**src/rtl/core/slcfb_pkg.sv**
```systemverilog
// shared types, constants and crc helper for the sync/length/crc frame builder
`default_nettype none

package slcfb_pkg;

    localparam int MAX_PAYLOAD = 256;
    localparam int PLEN_W      = $clog2(MAX_PAYLOAD + 1);

    localparam logic [15:0] MAX_PAYLOAD_16 = 16'(MAX_PAYLOAD);
    localparam logic [15:0] CRC_POLY       = 16'h1021;
    localparam logic [7:0]  SYNC_RESET     = 8'hAA;
    localparam logic [15:0] SEED_RESET     = 16'hFFFF;

    // configuration register indexes
    localparam int          CFG_IDX_W = 1;
    localparam int          CFG_DAT_W = 16;
    localparam logic [CFG_IDX_W-1:0] CFG_SYNC_VALUE = 1'b0;
    localparam logic [CFG_IDX_W-1:0] CFG_CRC_SEED   = 1'b1;

    // command queue between front and back
    localparam int QDEPTH = 4;
    localparam int QPTR_W = $clog2(QDEPTH);

    typedef struct packed {
        logic [7:0]  packet_type;
        logic [15:0] payload_length;
        logic [7:0]  data_byte;
    } in_word_t;

    typedef struct packed {
        logic [7:0]  out_byte;
        logic        frame_end;
        logic [31:0] frames_sent;
    } out_word_t;

    typedef struct packed {
        logic              is_start;
        logic              last;
        logic [7:0]        sync;
        logic [7:0]        ptype;
        logic [PLEN_W-1:0] len;
        logic [7:0]        data;
        logic [15:0]       seed;
    } cmd_t;

    // one byte of crc-16, poly 0x1021, msb first
    function automatic logic [15:0] crc16_byte(input logic [15:0] crc, input logic [7:0] b);
        logic [15:0] c;
        c = crc ^ {b, 8'h00};
        for (int k = 0; k < 8; k++) begin
            c = c[15] ? ({c[14:0], 1'b0} ^ CRC_POLY) : {c[14:0], 1'b0};
        end
        return c;
    endfunction

endpackage

`default_nettype wire

```
**src/rtl/core/slcfb_front.sv**
```systemverilog
// input side: config registers, packet tracking and command generation
`default_nettype none

module slcfb_front (
    input  wire logic                           aclk,
    input  wire logic                           aresetn,
    input  wire logic                           cfg_we,
    input  wire logic [slcfb_pkg::CFG_IDX_W-1:0] cfg_index,
    input  wire logic [slcfb_pkg::CFG_DAT_W-1:0] cfg_wdata,
    input  wire logic                           s_valid,
    output logic                                s_ready,
    input  wire slcfb_pkg::in_word_t            s_data,
    input  wire logic                           q_full,
    output logic                                q_push,
    output slcfb_pkg::cmd_t                     q_cmd
);

    logic [7:0]                    sync_reg;
    logic [15:0]                   seed_reg;
    logic [15:0]                   items_left_reg, items_left_next;
    logic [slcfb_pkg::PLEN_W-1:0]  bytes_left_reg, bytes_left_next;
    logic                          accept;
    logic [slcfb_pkg::PLEN_W-1:0]  clamp_len;

    assign s_ready = !q_full;
    assign accept  = s_valid && s_ready;

    assign clamp_len = (s_data.payload_length > slcfb_pkg::MAX_PAYLOAD_16) ?
                       slcfb_pkg::PLEN_W'(slcfb_pkg::MAX_PAYLOAD) :
                       s_data.payload_length[slcfb_pkg::PLEN_W-1:0];

    always_comb begin
        items_left_next = items_left_reg;
        bytes_left_next = bytes_left_reg;
        q_push          = 1'b0;
        q_cmd.is_start  = 1'b0;
        q_cmd.last      = 1'b0;
        q_cmd.sync      = sync_reg;
        q_cmd.ptype     = s_data.packet_type;
        q_cmd.len       = clamp_len;
        q_cmd.data      = s_data.data_byte;
        q_cmd.seed      = seed_reg;
        if (accept) begin
            if (items_left_reg == 16'd0) begin
                // first word of a packet
                q_push          = 1'b1;
                q_cmd.is_start  = 1'b1;
                q_cmd.last      = (clamp_len == slcfb_pkg::PLEN_W'(1));
                items_left_next = (s_data.payload_length == 16'd0) ? 16'd0 :
                                  s_data.payload_length - 16'd1;
                bytes_left_next = (clamp_len == '0) ? '0 :
                                  clamp_len - slcfb_pkg::PLEN_W'(1);
            end else begin
                items_left_next = items_left_reg - 16'd1;
                // surplus words past the clamped length are dropped
                if (bytes_left_reg != '0) begin
                    q_push          = 1'b1;
                    q_cmd.last      = (bytes_left_reg == slcfb_pkg::PLEN_W'(1));
                    bytes_left_next = bytes_left_reg - slcfb_pkg::PLEN_W'(1);
                end
            end
        end
    end

    always_ff @(posedge aclk) begin
        if (!aresetn) begin
            sync_reg       <= slcfb_pkg::SYNC_RESET;
            seed_reg       <= slcfb_pkg::SEED_RESET;
            items_left_reg <= '0;
            bytes_left_reg <= '0;
        end else begin
            items_left_reg <= items_left_next;
            bytes_left_reg <= bytes_left_next;
            if (cfg_we) begin
                unique case (cfg_index)
                    slcfb_pkg::CFG_SYNC_VALUE: sync_reg <= cfg_wdata[7:0];
                    slcfb_pkg::CFG_CRC_SEED:   seed_reg <= cfg_wdata[15:0];
                    default: ;
                endcase
            end
        end
    end

endmodule

`default_nettype wire

```
**src/rtl/core/slcfb_queue.sv**
```systemverilog
// small first-word-fall-through command queue
`default_nettype none

module slcfb_queue (
    input  wire logic            aclk,
    input  wire logic            aresetn,
    input  wire logic            push,
    input  wire slcfb_pkg::cmd_t push_cmd,
    output logic                 full,
    input  wire logic            pop,
    output logic                 not_empty,
    output slcfb_pkg::cmd_t      head_cmd
);

    slcfb_pkg::cmd_t                 mem [slcfb_pkg::QDEPTH];
    logic [slcfb_pkg::QPTR_W-1:0]    wr_ptr_reg;
    logic [slcfb_pkg::QPTR_W-1:0]    rd_ptr_reg;
    logic [slcfb_pkg::QPTR_W:0]      count_reg;
    logic                            do_push, do_pop;

    assign full      = (count_reg == (slcfb_pkg::QPTR_W + 1)'(slcfb_pkg::QDEPTH));
    assign not_empty = (count_reg != '0);
    assign head_cmd  = mem[rd_ptr_reg];
    assign do_push   = push && !full;
    assign do_pop    = pop && not_empty;

    always_ff @(posedge aclk) begin
        if (do_push) begin
            mem[wr_ptr_reg] <= push_cmd;
        end
    end

    always_ff @(posedge aclk) begin
        if (!aresetn) begin
            wr_ptr_reg <= '0;
            rd_ptr_reg <= '0;
            count_reg  <= '0;
        end else begin
            if (do_push) begin
                wr_ptr_reg <= wr_ptr_reg + slcfb_pkg::QPTR_W'(1);
            end
            if (do_pop) begin
                rd_ptr_reg <= rd_ptr_reg + slcfb_pkg::QPTR_W'(1);
            end
            if (do_push && !do_pop) begin
                count_reg <= count_reg + (slcfb_pkg::QPTR_W + 1)'(1);
            end else if (do_pop && !do_push) begin
                count_reg <= count_reg - (slcfb_pkg::QPTR_W + 1)'(1);
            end
        end
    end

endmodule

`default_nettype wire

```
**src/rtl/core/slcfb_back.sv**
```systemverilog
// output side: byte sequencer, running crc and frame counter
`default_nettype none

module slcfb_back (
    input  wire logic            aclk,
    input  wire logic            aresetn,
    input  wire logic            q_not_empty,
    input  wire slcfb_pkg::cmd_t q_cmd,
    output logic                 q_pop,
    output logic                 m_valid,
    input  wire logic            m_ready,
    output slcfb_pkg::out_word_t m_data
);

    localparam logic [2:0] S_IDLE = 3'd0;
    localparam logic [2:0] S_TYPE = 3'd1;
    localparam logic [2:0] S_LENL = 3'd2;
    localparam logic [2:0] S_LENH = 3'd3;
    localparam logic [2:0] S_DATA = 3'd4;
    localparam logic [2:0] S_CRCL = 3'd5;
    localparam logic [2:0] S_CRCH = 3'd6;

    logic [2:0]           state_reg, state_next;
    slcfb_pkg::cmd_t      cmd_reg, cmd_next;
    logic [15:0]          crc_reg, crc_next;
    logic [31:0]          cnt_reg, cnt_next;
    logic                 m_valid_reg, m_valid_next;
    slcfb_pkg::out_word_t word_reg, word_next;

    logic                 adv;
    logic                 ld;
    logic [7:0]           ld_byte;
    logic                 ld_end;
    logic                 crc_upd;
    logic [15:0]          crc_base;
    logic [15:0]          len16;

    assign adv     = !m_valid_reg || m_ready;
    assign m_valid = m_valid_reg;
    assign m_data  = word_reg;
    assign len16   = 16'(cmd_reg.len);

    always_comb begin
        state_next   = state_reg;
        cmd_next     = cmd_reg;
        crc_next     = crc_reg;
        cnt_next     = cnt_reg;
        m_valid_next = m_valid_reg && !m_ready;
        word_next    = word_reg;
        q_pop        = 1'b0;
        ld           = 1'b0;
        ld_byte      = 8'h00;
        ld_end       = 1'b0;
        crc_upd      = 1'b0;
        crc_base     = crc_reg;
        if (adv) begin
            unique case (state_reg)
                S_IDLE: begin
                    if (q_not_empty) begin
                        q_pop    = 1'b1;
                        cmd_next = q_cmd;
                        ld       = 1'b1;
                        crc_upd  = 1'b1;
                        if (q_cmd.is_start) begin
                            ld_byte    = q_cmd.sync;
                            crc_base   = q_cmd.seed;
                            state_next = S_TYPE;
                        end else begin
                            ld_byte    = q_cmd.data;
                            state_next = q_cmd.last ? S_CRCL : S_IDLE;
                        end
                    end
                end
                S_TYPE: begin
                    ld         = 1'b1;
                    crc_upd    = 1'b1;
                    ld_byte    = cmd_reg.ptype;
                    state_next = S_LENL;
                end
                S_LENL: begin
                    ld         = 1'b1;
                    crc_upd    = 1'b1;
                    ld_byte    = len16[7:0];
                    state_next = S_LENH;
                end
                S_LENH: begin
                    ld         = 1'b1;
                    crc_upd    = 1'b1;
                    ld_byte    = len16[15:8];
                    state_next = (cmd_reg.len == '0) ? S_CRCL : S_DATA;
                end
                S_DATA: begin
                    ld         = 1'b1;
                    crc_upd    = 1'b1;
                    ld_byte    = cmd_reg.data;
                    state_next = cmd_reg.last ? S_CRCL : S_IDLE;
                end
                S_CRCL: begin
                    ld         = 1'b1;
                    ld_byte    = crc_reg[7:0];
                    state_next = S_CRCH;
                end
                S_CRCH: begin
                    ld         = 1'b1;
                    ld_byte    = crc_reg[15:8];
                    ld_end     = 1'b1;
                    cnt_next   = cnt_reg + 32'd1;
                    state_next = S_IDLE;
                end
                default: state_next = S_IDLE;
            endcase
        end
        if (ld) begin
            m_valid_next          = 1'b1;
            word_next.out_byte    = ld_byte;
            word_next.frame_end   = ld_end;
            word_next.frames_sent = cnt_reg + 32'd1;
        end
        if (crc_upd) begin
            crc_next = slcfb_pkg::crc16_byte(crc_base, ld_byte);
        end
    end

    always_ff @(posedge aclk) begin
        if (!aresetn) begin
            state_reg   <= S_IDLE;
            crc_reg     <= slcfb_pkg::SEED_RESET;
            cnt_reg     <= '0;
            m_valid_reg <= 1'b0;
        end else begin
            state_reg   <= state_next;
            crc_reg     <= crc_next;
            cnt_reg     <= cnt_next;
            m_valid_reg <= m_valid_next;
        end
    end

    always_ff @(posedge aclk) begin
        cmd_reg  <= cmd_next;
        word_reg <= word_next;
    end

endmodule

`default_nettype wire

```
**src/rtl/core/sync_len_crc_frame_builder.sv**
```systemverilog
// top level of the sync/type/length/payload/crc-16 frame builder
//
//  port group   dir  handshake          word
//  s_*          in   s_valid/s_ready    in_word_t: packet_type, payload_length, data_byte
//  m_*          out  m_valid/m_ready    out_word_t: out_byte, frame_end, frames_sent
//  cfg_*        in   cfg_we only        cfg_index, cfg_wdata
//
// one byte goes out per cycle unless stalled; a payload word yields 1 byte, 3 when it closes the frame
// a packet's first word yields 5 bytes, 6 for zero length, 7 when it also ends the frame
// a 4-entry command queue holds the front off only when the byte sequencer falls behind
// reset is synchronous and active low; there is no clearing pass
// m_ready low stalls the output register, then the queue, then s_ready
`default_nettype none

module sync_len_crc_frame_builder (
    input  wire logic                            aclk,
    input  wire logic                            aresetn,
    input  wire logic                            cfg_we,
    input  wire logic [slcfb_pkg::CFG_IDX_W-1:0] cfg_index,
    input  wire logic [slcfb_pkg::CFG_DAT_W-1:0] cfg_wdata,
    input  wire logic                            s_valid,
    output logic                                 s_ready,
    input  wire slcfb_pkg::in_word_t             s_data,
    output logic                                 m_valid,
    input  wire logic                            m_ready,
    output slcfb_pkg::out_word_t                 m_data
);

    logic            q_full;
    logic            q_push;
    logic            q_pop;
    logic            q_not_empty;
    slcfb_pkg::cmd_t push_cmd;
    slcfb_pkg::cmd_t head_cmd;

    slcfb_front u_front (
        .aclk      (aclk),
        .aresetn   (aresetn),
        .cfg_we    (cfg_we),
        .cfg_index (cfg_index),
        .cfg_wdata (cfg_wdata),
        .s_valid   (s_valid),
        .s_ready   (s_ready),
        .s_data    (s_data),
        .q_full    (q_full),
        .q_push    (q_push),
        .q_cmd     (push_cmd)
    );

    slcfb_queue u_queue (
        .aclk      (aclk),
        .aresetn   (aresetn),
        .push      (q_push),
        .push_cmd  (push_cmd),
        .full      (q_full),
        .pop       (q_pop),
        .not_empty (q_not_empty),
        .head_cmd  (head_cmd)
    );

    slcfb_back u_back (
        .aclk        (aclk),
        .aresetn     (aresetn),
        .q_not_empty (q_not_empty),
        .q_cmd       (head_cmd),
        .q_pop       (q_pop),
        .m_valid     (m_valid),
        .m_ready     (m_ready),
        .m_data      (m_data)
    );

endmodule

`default_nettype wire

```
**config.mk**
```make
export PLATFORM = sky130hd
export DESIGN_NAME = sync_len_crc_frame_builder
export DESIGN_NICKNAME = d
export VERILOG_FILES = /design/src/rtl/core/slcfb_pkg.sv /design/src/rtl/core/slcfb_front.sv /design/src/rtl/core/slcfb_queue.sv /design/src/rtl/core/slcfb_back.sv /design/src/rtl/core/sync_len_crc_frame_builder.sv
export SDC_FILE = /design/constraint.sdc
export NUM_CORES = 1
export LEC_CHECK = 0
export BUFFER_PORTS_ARGS = -buffer_cell sky130_fd_sc_hd__buf_2
export CELL_PAD_IN_SITES_DETAIL_PLACEMENT = 0
export CELL_PAD_IN_SITES_GLOBAL_PLACEMENT = 2
export CORE_AREA = 2 2 242 148
export CTS_BUF_LIST = sky130_fd_sc_hd__clkbuf_2
export DETAILED_ROUTE_END_ITERATION = 16
export DIE_AREA = 0 0 244 150
export PLACE_DENSITY = 0.88
export SYNTH_ARGS = -nofsm -noshare
export SYNTH_HDL_FRONTEND = slang
export SYNTH_SLANG_ARGS = --single-unit
```
**constraint.sdc**
```tcl
create_clock -name aclk -period 7.7 [get_ports aclk]
set_input_delay 0.385 -clock aclk [delete_from_list [all_inputs] [get_ports aclk]]
set_output_delay 0.385 -clock aclk [all_outputs]
set_load 0.01 [all_outputs]
```
After elaboration in Yosys (flattened, before gate mapping). Memory sizes are Yosys's and may differ from the RTL's. A register that Yosys moved wholly into a read port is not among the register bits. Cells that the tools add are included.

Bits in writable memories: 204. Input port bits: 54. Output and inout bits: 43. Memories kept: 1. Bits in registers: 175. Logic and storage cells: 128.

Add/subtract/negate cells: 9. Order comparisons: 1. Reduce and logical (&&, ||, !) cells: 29. Mux-type cells: 50. Bitwise gates (word level): 10. Equality and inequality tests: 10.

Memories: u_queue.mem (depth 4, bits a word 51, rd ports 1, clocked after Yosys merged registers in 1, wr ports 1, RTL line slcfb_queue.sv:15) `slcfb_pkg::cmd_t mem [slcfb_pkg::QDEPTH];`.

Operators by type and width (number): $mux W13 (8); $mux W16 (6); $pmux W8 S7 (1); $mux W9 (4); $add A32 B1 Y32 const B (1); $logic_not A16 Y1 (2); $sub A16 B1 Y16 const B (2); $mux W8 (3); $not A3 Y3 (8); $eq A9 B1 Y1 const B (2); $logic_not A9 Y1 (2); $mux W3 (6); $pmux W3 S6 (1); $sub A9 B1 Y9 const B (2); $gt A16 B9 Y1 const B (1); $mux W1 (16); $xor A16 B16 Y16 (1); $eq A3 B3 Y1 const B (4); $reduce_and A2 Y1 (5); $reduce_bool A9 Y1 (1); $eq A3 B2 Y1 const B (2); $logic_and A1 B1 Y1 (6); $mux W2 (3); $reduce_or A6 Y1 (1); 14 further kinds (21).

Logic depth before layout (Yosys ltp).
Depth in word-level cells: 21. Depth in mapped cells: 14. Depth with buffers taken out: 13.

Modules after synthesis. Synthesis repeated with hierarchy kept, for this count alone.

Cell total of the unflattened synthesis: 1254. Area, all modules: 16769.8 sq um.

By module, submodules not included: slcfb_queue (cells each 315, seq. area each 6306.0 sq um, area an instance 7898.8 sq um, times used 1); slcfb_back (cells each 518, seq. area each 3052.9 sq um, area an instance 5635.4 sq um, times used 1); slcfb_front (cells each 421, seq. area each 980.9 sq um, area an instance 3235.6 sq um, times used 1).

Least setup slack after synthesis. No wires, ideal clock.

Path type: register to register. From: reg u_front.items_left_reg[0]. To: mem u_queue.mem[0][0] in the netlist's numbering (enable). Path buffers: 1. Required time: 7.286 ns. Clock period less this slack: 3.923 ns. Setup time: 0.414 ns. Data arrival time: 3.509 ns. Path slack: 3.777 ns. Cell stages (with the launch flop): 10. Cells stage by stage: dfxtp_1 inv_1 ha_1 nor4b_1 nand4_1 nor3_1 nor2_1 inv_2 clkbuf_1 and2_1.

Cells in the longest elaborated chain, start to end: 6.

Ends and longest elaborated chain: start, declared (RTL line slcfb_front.sv:20) `logic [15:0] items_left_reg, items_left_next;`; start signal, assigned (RTL line slcfb_front.sv:72) `items_left_reg <= items_left_next;`; $logic_not A16 Y1 (RTL line slcfb_front.sv:44) `if (items_left_reg == 16'd0) begin`; $mux W1 (RTL line slcfb_front.sv:44); $mux W1 (RTL line slcfb_front.sv:43) `if (accept) begin`; $logic_and A1 B1 Y1 (RTL line slcfb_queue.sv:24) `assign do_push = push && !full;`; via u_queue.do_push (RTL line slcfb_queue.sv:19) `logic do_push, do_pop;`; $mux W1 (RTL line slcfb_queue.sv:28) `if (do_push) begin`; $mux W1 (implied by the code) (RTL line slcfb_queue.sv:29) `mem[wr_ptr_reg] <= push_cmd;`; end, declared (RTL line slcfb_queue.sv:15).

The timed path passes the listed nets, and every way through them passes these cells.

Worst setup path in the final report.
From: reg u_front.items_left_reg[0]. To: reg u_queue.count_reg[2] in the netlist's numbering.

Cells in the longest elaborated chain, start to end: 7. Elaborated cells between the ends (all ways): 9. Those cells by class: 3 x mux; 6 x reduce/logical.

Ends and longest elaborated chain: $logic_not A16 Y1 (*) (RTL line slcfb_front.sv:44); $mux W1 (*) (RTL line slcfb_front.sv:44); $mux W1 (*) (RTL line slcfb_front.sv:43); $logic_and A1 B1 Y1 (*) (RTL line slcfb_queue.sv:24); $logic_not A1 Y1 (RTL line slcfb_queue.sv:47) `end else if (do_pop && !do_push) begin`; $logic_and A1 B1 Y1 (RTL line slcfb_queue.sv:47); $reduce_bool A2 Y1 (no line); end signal, assigned (RTL line slcfb_queue.sv:46) `count_reg <= count_reg + (slcfb_pkg::QPTR_W + 1)'(1);`; end signal, assigned (RTL line slcfb_queue.sv:48) `count_reg <= count_reg - (slcfb_pkg::QPTR_W + 1)'(1);`; end, declared (RTL line slcfb_queue.sv:18) `logic [slcfb_pkg::QPTR_W:0] count_reg;`.

Mark *: on every way between the ends. The rest lies on a longest branch, timed or not. A chain may end at the register's enable or synchronous reset.

==> results.ini <==
[timing]
min_period_over_period_pct = 53.03
setup-tns-final_ns = 0
hold_viol_final = 0
maxSlewHeadroom_pct = 25.62
fin_ws_ns = 3.617
rsz0062_at_grt = false
min_period_ns = 4.083
worst_pin_slew_ns = 1.113
finalMaxSlewViolations = 0
fmax_mhz = 244.9
setup_violations = 0
skew_ns = 0.1221

[worst_hold_path]
min_path_type = in -> reg

[route]
drt_pre_antenna_iters = 5
routedWlPerCell_um = 19.30
vias_per_cell = 5.393
vias = 10710
wl_um = 38320
final_antenna_net_count = 0
drt_iter0_markers = 1013
met2_length_um = 15290
routed.top_layer = met4
route.detailed.drc = 0
dr_wl_met3_um = 2878
wl_met1_um = 19580

[global_routing]
antenna_found_initial = 1
track_usage_pct = 21.36
grt_start_max_net_pins = 55
grt_pass1_wl_um = 59230
grt_pass1_vias = 10188
grt_overflow = 0

[floorplanning]
io_pins = 97
die_area_sq_um = 36600
core_area_sq_um = 34550
die_w_um = 244
start_util_pct = 47.22
fp-row-count = 53
floorplan.die.height_um = 150

[synth]
yosysTopAreaCell = edfxtp_1
ys.flop_type = edfxtp_1
ys_warn_count = 0
async_flop_share_pct = 0
synth.most_common_cell = edfxtp_1
ys_top_cells_by_area = edfxtp_1 (50%), dfxtp_1 (13%), mux4_2 (6.8%)
syn_inst = 1223
synth_top_area_share_pct = 49.88
ys_ff_latch = 381
synth_nets = 1291
syn_area_sq_um = 16310
synth_edf_count = 271
yosysSeqAreaShare_pct = 63.38
ys_types = 70
syn_area_per_cell_sq_um = 13.34
synthTopCellsByCount = edfxtp_1 (271), dfxtp_1 (110), nand2_1 (105)

[clock_network]
clockRootBuffer = clkbuf_2
cts_tree = yes
clock_sinks = 381
cts_buffer_depth = 3
clk_pin_slew_worst_paths_ns = 0.11
clkLatencyLatePin_ns = 1.04
htree_levels = 3
numCtsBuffers = 87

[final_layout]
design_area_sq_um = 18930
final_core_util_pct = 54.79
n_fill_cell = 2901
drive_above_1_share_pct = 22.40
largest_reg_flops = 204
synthToLayoutAreaGrowth_pct = 16.03
nets = 1515

[worst_setup_path]
cp.arrival_ns = 4.95
crit_path_cell_trace = inv_1 > ha_1 > nor4b_1 > nand4_1 > nor3_1 > nor2_1 > inv_2 > ha_1 > inv_1 > fa_1 > xor2_1 > or3_1 > a21oi_1
end_kind = flop
cp.required_ns = 8.57
criticalPathCategory = reg -> reg
cp_max_fo = 17
cp_slowest_cell = nor3_1
crit_path_start_kind = flop
critPathMaxStageDelay_ns = 0.76

[placement]
detailed_place_hpwl_um = 24440
placed_area_sq_um = 17250
post-place-ws_ns = 3.659
io_buffers = 96
gp_congestion = 0.8478

[pwr]
leakagePower_nw = 6.883
ir_worst_vdd_uv = 245.5
power_w = 0.007300
power.density_nw_per_um2 = 385.6

[job]
drv_cap = 0

[outcome]
status = finished clean

layer usage:
layer  vias to the layer above  track usage, %
met1                      5218           34.20
met4                         0           6.067
met3                        52           5.613
li1                       5085               -
met2                       355           27.91
met5                         -               0
critical path: cells and delay by family, from the launching register on:
kind / cells / cell delay (ns)
xor gates and xnor gates: 1 / 0.15
DFF: 1 / 0.35
adders and majority gates: 3 / 0.79
and+or+nand+nor: 5 / 2.10
buffers and inverters: 3 / 0.41
AOI/OAI and AO/OA: 1 / 0.15
cell type report:
type                            count  area (sq um)  area share [%]
Clock buffer                      130         650.6           3.437
Multi-Input combinational cell    753          5622           29.70
Tap cell                          467         584.3           3.087
Timing Repair Buffer              193          1416           7.482
Inverter                           31         117.6          0.6213
Sequential cell                   381         10340           54.65
Antenna cell                        1         2.502         0.01322
Clock inverter                     30         191.4           1.011
what timing repair did:
item                                    in CTS  in global routing
endpoints found under the hold margin      159                  0
hold buffers                                83                  0
resized for setup                            0                  0
setup buffers                                0                  0
endpoints found under the setup margin       0                  0
through the flow:
step / instances / hold slack (ns)
final: 1986 / 0.1454
after CTS: 1985 / 0.02434
after global placement: 1742 / 0.4771
after detailed placement: 1742 / 0.4871
after floorplan: 1223 / 0.4555
after global routing: 1986 / 0.06598
logic make-up after synthesis:
logic type / Yosys count / synth area share [%]
compound gates: 177 / 7.094
xor+xnor: 92 / 5.361
fa+ha+maj: 14 / 1.120
buf+inv: 89 / 2.255
flops: 381 / 63.38
mux: 90 / 9.610
simple gates: 380 / 11.18
power breakdown:
group / switching [W] / total (W) / internal, W
clock: 0.000807 / 0.00133 / 0.000525
sequential: 0.000292 / 0.00316 / 0.00287
combinational: 0.00163 / 0.00281 / 0.00118
total: 0.00273 / 0.00730 / 0.00457
layout by cell type (no fill, tap or decap), drive strengths merged, types with 11 or more instances in the layout:
cell type / count
a21oi: 60
and2: 18
buf: 110
clkbuf: 130
clkinv: 25
dfxtp: 110
dlygate4sd3: 83
edfxtp: 271
ha: 13
inv: 32
mux2: 11
mux2i: 28
mux4: 51
nand2: 105
nand3: 47
nand4: 16
nor2: 99
nor3: 26
nor4: 12
o21ai: 42
or3: 16
xnor2: 47
xor2: 40
path summary, 6_finish.rpt:
path / cells after the start / end / from / slack, ns
worst max-delay path: 13 / u_queue.count_reg[2] / u_front.items_left_reg[0] / 3.62
worst max register to register: 13 / u_queue.count_reg[2] / u_front.items_left_reg[0] / 3.62
worst min-delay path: 2 / u_queue.mem[0][17] / s_data[1] / 0.15
worst min register to register: 0 / u_queue.mem[1][46] / u_front.sync_reg[5] / 0.40
(Power assumes the default switching activity.)
